### config.mk
export PLATFORM = sky130hd
export DESIGN_NAME = kpcd_store
export DESIGN_NICKNAME = d
export VERILOG_FILES = /design/src/rtl/key_profile_correlation_detector_assert.svh /design/src/rtl/kpcd_pkg.sv /design/src/rtl/kpcd_store.sv
export SDC_FILE = /design/constraint.sdc
export NUM_CORES = 1
export LEC_CHECK = 0
export ABC_AREA = 1
export BUFFER_PORTS_ARGS = -buffer_cell sky130_fd_sc_hd__buf_2
export CORE_MARGIN = 5
export CORE_UTILIZATION = 29
export DETAILED_ROUTE_END_ITERATION = 7
export GPL_ROUTABILITY_DRIVEN = 1
export PLACE_DENSITY_LB_ADDON = 0.15
export SYNTH_ARGS = -nofsm -noshare
export SYNTH_HDL_FRONTEND = slang
export SYNTH_SLANG_ARGS = --single-unit
### constraint.sdc
create_clock -name clk -period 1.25 [get_ports clk]
set_input_delay 0 -clock clk [delete_from_list [all_inputs] [get_ports clk]]
set_output_delay 0 -clock clk [all_outputs]
set_load 0.05 [all_outputs]
### src/rtl/key_profile_correlation_detector_assert.svh
// Assertion macros for the key profile correlation detector.
`ifndef KEY_PROFILE_CORRELATION_DETECTOR_ASSERT_SVH
`define KEY_PROFILE_CORRELATION_DETECTOR_ASSERT_SVH
`ifndef SYNTHESIS
`define KPCD_ASSERT(label, clk, rst_n, prop) \
	label: assert property (@(posedge clk) disable iff (!rst_n) prop) \
	else $error("assertion failed");
`define KPCD_ASSERT_RST(label, clk, prop) \
	label: assert property (@(posedge clk) prop) \
	else $error("assertion failed");
`else
`define KPCD_ASSERT(label, clk, rst_n, prop)
`define KPCD_ASSERT_RST(label, clk, prop)
`endif
`endif

### src/rtl/kpcd_pkg.sv
`timescale 1ns / 1ps
// ----------------------------------------------------------------------------
// kpcd_pkg
// Constants and the profile table of the key profile correlation detector.
// ----------------------------------------------------------------------------
package kpcd_pkg;
	localparam int CHROMA_WIDTH_DEF = 16;
	localparam int NBINS = 12;
	localparam int NKEYS = 24;
	localparam logic signed [15:0] THRESH_RESET = 16'sd16384;

	function automatic logic [15:0] profile_rom(input logic [4:0] idx);
		logic [15:0] v;
		case (idx)
			5'd0: v = 16'd26010;  5'd1: v = 16'd9134;   5'd2: v = 16'd14254;
			5'd3: v = 16'd9544;   5'd4: v = 16'd17940;  5'd5: v = 16'd16753;
			5'd6: v = 16'd10322;  5'd7: v = 16'd21258;  5'd8: v = 16'd9789;
			5'd9: v = 16'd14991;  5'd10: v = 16'd9380;  5'd11: v = 16'd11796;
			5'd12: v = 16'd25928; 5'd13: v = 16'd10977; 5'd14: v = 16'd14418;
			5'd15: v = 16'd22036; 5'd16: v = 16'd10650; 5'd17: v = 16'd14459;
			5'd18: v = 16'd10404; 5'd19: v = 16'd19456; 5'd20: v = 16'd16302;
			5'd21: v = 16'd11018; 5'd22: v = 16'd13681; 5'd23: v = 16'd12984;
			default: v = 16'd0;
		endcase
		return v;
	endfunction

	// Tonic of the major key at position kk on the circle of fifths.
	function automatic logic [3:0] major_tonic(input logic [3:0] kk);
		logic [3:0] v;
		case (kk)
			4'd0: v = 4'd0;   4'd1: v = 4'd7;   4'd2: v = 4'd2;   4'd3: v = 4'd9;
			4'd4: v = 4'd4;   4'd5: v = 4'd11;  4'd6: v = 4'd6;   4'd7: v = 4'd1;
			4'd8: v = 4'd8;   4'd9: v = 4'd3;   4'd10: v = 4'd10; 4'd11: v = 4'd5;
			default: v = 4'd0;
		endcase
		return v;
	endfunction

	// Rotated profile entry for key index k (0..23) at bin j.
	function automatic logic [15:0] key_profile(input logic [4:0] k, input logic [3:0] j);
		logic [4:0] tonic;
		logic [4:0] base;
		logic [4:0] off;
		logic [4:0] s;
		logic [3:0] kk;
		if (k < 5'd12) begin
			kk = k[3:0];
			base = 5'd0;
			tonic = {1'b0, major_tonic(kk)};
		end else begin
			kk = 4'(k - 5'd12);
			base = 5'd12;
			tonic = {1'b0, major_tonic(kk)} + 5'd9;
			if (tonic >= 5'd12) begin
				tonic = tonic - 5'd12;
			end
		end
		s = {1'b0, j} + 5'd12 - tonic;
		off = (s >= 5'd12) ? s - 5'd12 : s;
		return profile_rom(base + off);
	endfunction

	typedef struct packed {
		logic start;
		logic busy;
	} kpcd_ctl_t;
endpackage

### src/rtl/kpcd_store.sv
`timescale 1ns / 1ps
// ----------------------------------------------------------------------------
// kpcd_store
// Chroma bin memory with a registered read, written by the stream and by the top level's clearing sweep.
// ----------------------------------------------------------------------------
module kpcd_store import kpcd_pkg::*; #(
	parameter int CW = CHROMA_WIDTH_DEF
) (
	input  logic          clk,
	input  logic          we,
	input  logic [3:0]    waddr,
	input  logic [CW-1:0] wdata,
	input  logic [3:0]    raddr,
	output logic [CW-1:0] rdata
);
	logic [CW-1:0] mem [NBINS];

	always_ff @(posedge clk) begin
		if (we) begin
			mem[waddr] <= wdata;
		end
		rdata <= (raddr < 4'(NBINS)) ? mem[raddr] : '0;
	end
endmodule

==> Word-level counts from Yosys, hierarchy flattened <==
Memories as Yosys holds them, arrays and structs flattened. A register that Yosys moved wholly into a read port is not among the register bits.
Cells that the tools add are included.
{ "totals": {"regBits": 0, "mem_bits_rw": 192, "inputBits": 26, "output_inout_bits": 16, "wordCells": 5, "memories": 1} }
{ "op_classes": {"magnitude_cmp": 1, "n_mux": 2, "n_reduce_logical": 1} }
{ "memory_table": {"columns": ["name", "depth", "width", "rd", "rd_clocked_by_memory_dff", "write_ports", "line", "text"], "rows": [
  ["mem", 12, 16, 1, 1, 1, "kpcd_store.sv:16", "logic [CW-1:0] mem [NBINS];"]
]} }
{ "ops": {"columns": ["op", "count"], "rows": [
  ["< comparator 4 bit, second input constant", 1],
  ["two-way mux 1 bit", 2],
  ["logical NOT 1 bit", 1]
]} }

==> Logic depth before layout (Yosys ltp) <==
{ "depth": {"ltp_word": 2, "ltp_mapped": 10, "mapped_depth_nobuf": 7} }

==> Worst setup path after synthesis <==
No wires, ideal clock.
{ "synth_path": {"path_type": "input -> register", "startpoint": "input waddr[0]", "endpoint": "memory mem[1][0] (netlist bit), enable pin", "setup_time_ns": 0.388, "arrival_ns": 0.883, "required_ns": 0.862, "path_slack_ns": -0.022, "cell_stages": 4, "path_buffers": 0, "path_cell_list": "inv_1 nor2_1 nand2_1 nor2_1"} }
{ "synth_rtl": {"columns": ["element", "line", "text"], "rows": [
  ["start, declared", "kpcd_store.sv:11", "input logic [3:0] waddr,"],
  ["end, declared", "kpcd_store.sv:16", null]
]} }
Straight into the memory's write port.

==> Worst setup path in the final report <==
{ "layout_path": {"startpoint": "input raddr[2]", "endpoint": "register rdata[12], read port of mem"} }
{ "layout_via": {"elab_chain_len": 2} }
{ "layout_rtl": {"columns": ["element", "line", "text"], "rows": [
  ["start, declared", "kpcd_store.sv:13", "input logic [3:0] raddr,"],
  ["< comparator 4 bit", "kpcd_store.sv:22", "rdata <= (raddr < 4'(NBINS)) ? mem[raddr] : '0;"],
  ["logical NOT 1 bit (no source line)", null, null],
  ["end, declared", "kpcd_store.sv:14", "output logic [CW-1:0] rdata"]
]} }
Parallel ways exist; a longest one is shown, timed or not.

==> run summary <==
Required time at the worst-slack endpoint: 1.67 ns
Final period demand of the worst path: 1.11 ns
Longest Clk Path Bufs: 3
# Max-Cap Violations: 0
Number of input and output port buffers inserted: 41
Synth Flop Type: edfxtp_1
# DRC: 0
Peak VDD IR: 0.776 mV
Die Footprint: 0.0312 mm2
Number of buffers created by CTS: 21
Post-detailed-route count of antenna-violating nets: 0
Worst-path maximum fanout: 8
First-pass GRT wire length: 30400 um
Leak pwr: 3.56 nW
Critical path startpoint category: primary input
Pins over their slew limit: 0
Number of global-route vias before repair: 5106
Setup slack after layout: 0.143 ns
Die extent in y: 177 um
Detail-routed via count per cell: 4.48
Tcrit/Tclk final: 0.885
Worst Max-Slew Pin Slew: 0.634 ns
Final count of hold timing violations: 0
Drt initial violations: 293
Fraction of layout cells with a size suffix above 1: 0.136
Number of rows created at floorplan: 61
Proportion of synthesized chip area in sequential cells: 0.757
Number of iterations in the first detailed-routing pass: 4
GRT Total Usage: 0.128
Synth-to-Final Area Change: 21.2%
Skew final: 0.00996 ns
Number of nets in the finished design: 754
Most used standard cells in the synthesized netlist: 221 x nand2_1, 192 x edfxtp_1, 122 x nand3_1
Worst setup EP type: flop
Gate Count Post-Synth: 657
Worst slew margin relative to its limit: 0.576
Top post-synthesis cells by area: edfxtp_1 72%, nand2_1 10%, nand3_1 7.6%
Fillcell total: 2675
Core area: 0.0276 mm2
Avg Synthesized Cell Area: 12.2 um2
Placement-stage cell area: 0.00891 mm2
Pin count of the biggest net entering global routing: 61
Post-CTS clock slew at the launch and capture registers of the worst setup and hold paths: 0.06 ns
Average wire per standard cell: 17.7 um
Starting density of the core: 0.292
Power Total: 15.0 mW
Critical path startpoint: raddr[2]
Summed negative setup slack over all endpoints: 0 ns
Max Fclk: 904 MHz
Layout Utilization: 0.354
Hold/Removal Path Class: in -> reg
Pre-CTS setup slack: 0.0606 ns
Asr flop ratio synth: 0
Unrepaired setup endpoints after global routing: false
Root buffer cell: clkbuf_16
Critical path data arrival time: 1.53 ns
Clock tree from TritonCTS: yes
Yosys top cell by area: edfxtp_1
Initial antenna violation count: 1
Clock sink total: 208
Startpoint of the lowest-slack register-to-register path: mem[7][10]
Synth top area share: 0.717
IO Pins: 42
Total global routing overflow: 0
Number of distinct library cells after synthesis: 14
Number of synthesis warnings: 0
H-tree depth: 1
Total power density per cell area: 1540 mW/mm2
Worst-Skew Late Latency: 0.49 ns
Number of gates given a new drive strength after cts: 0
Setup violation total in the final timing report: 0
Count of inserted antenna diode cells: 0
Status: finished clean
Final Instance Area: 0.00975 mm2
Post-Route WL: 19900 um
FF+latch count, synth: 208
Count leader, synth: nand2_1
Post-Synthesis Net Count: 683
Detailed-route via count: 5016
Routability Congestion: 0.736
DP HPWL: 11200 um
Number of enable flip-flop cells after synthesis: 192
Chip Width: 177 um
Kind of critical path: in -> reg
Cell area after synthesis: 0.00804 mm2
Startpoint of the most critical hold path: raddr[3]
-- power by group --
part	leakage (nW)	internal, mW	switching (mW)	total, mW
Clock	0.336	3.68	2.43	6.11
Sequential	1.87	7.78	0.0444	7.82
Combinational	1.35	0.326	0.780	1.11
-- cells by family after synthesis --
kind of cell | share of synthesized area
AND/OR/NAND/NOR | 0.198
flip-flops | 0.757
buffers and inverters | 0.0306
AO/OA/AOI/OAI | 0.0149
-- critical path: stages --
cell and delay, ns:
dlygate4sd3_1 0.52, buf_2 0.15, inv_2 0.10, nor2_1 0.51, nand3_1 0.15, nand2_1 0.10
-- cell usage in the layout (no fill, tap or decap), types with 2 or more instances in the layout --
master / count
nand3_1: 122
buf_4: 8
inv_1: 4
nor2_1: 39
bufinv_16: 2
o21ai_1: 15
inv_2: 2
dlygate4sd3_1: 17
clkbuf_16: 21
buf_12: 17
o21ai_0: 9
nand2_1: 221
dfxtp_1: 16
buf_2: 41
clkbuf_8: 3
clkbuf_1: 5
edfxtp_1: 192
clkinv_2: 5
-- path summary, 6_finish.rpt --
path          endpoint  slack (ns)  depth (start not counted)
min           rdata[5]        0.05                          5
max          rdata[12]        0.14                          6
min reg2reg   rdata[6]        0.57                          4
max reg2reg  rdata[10]        0.29                          6
-- timing repair --
item	CTS	global route
hold buffers	17	0
endpoints found under the hold margin	195	0
buffers inserted	0	0
-- routing by layer --
layer | global-route usage | part of all wire | wire length (um) | vias to the layer above
met5 | 0 | 0.00035 | 7 | -
met4 | 0.0316 | 0.012 | 238 | 2
met3 | 0.0195 | 0.033 | 650 | 20
met2 | 0.223 | 0.50 | 9890 | 69
met1 | 0.168 | 0.46 | 9070 | 2500
li1 | - | - | - | 2425
-- cell type report --
cell class	instances	area (um2)	share of cell area
Clock buffer	29	586	0.0601
Clock inverter	8	88.8	0.00911
Inverter	7	28.8	0.00295
Multi-Input combinational cell	407	1710	0.176
Sequential cell	208	6090	0.624
Tap cell	378	473	0.0485
Timing Repair Buffer	83	776	0.0796
-- flip-flops by register name, summed over array words and instances, names as in the netlist --
name,flops
mem,192
rdata,16
-- per-stage QoR --
step                      hold slack, ns  instances
final                             0.0499       1120
after global routing              0.0556       1120
after CTS                         0.0457       1120
after detailed placement           0.351       1066
after global placement             0.334       1066
after floorplan                   0.0989        657
Power figures use the tool's default switching activity.
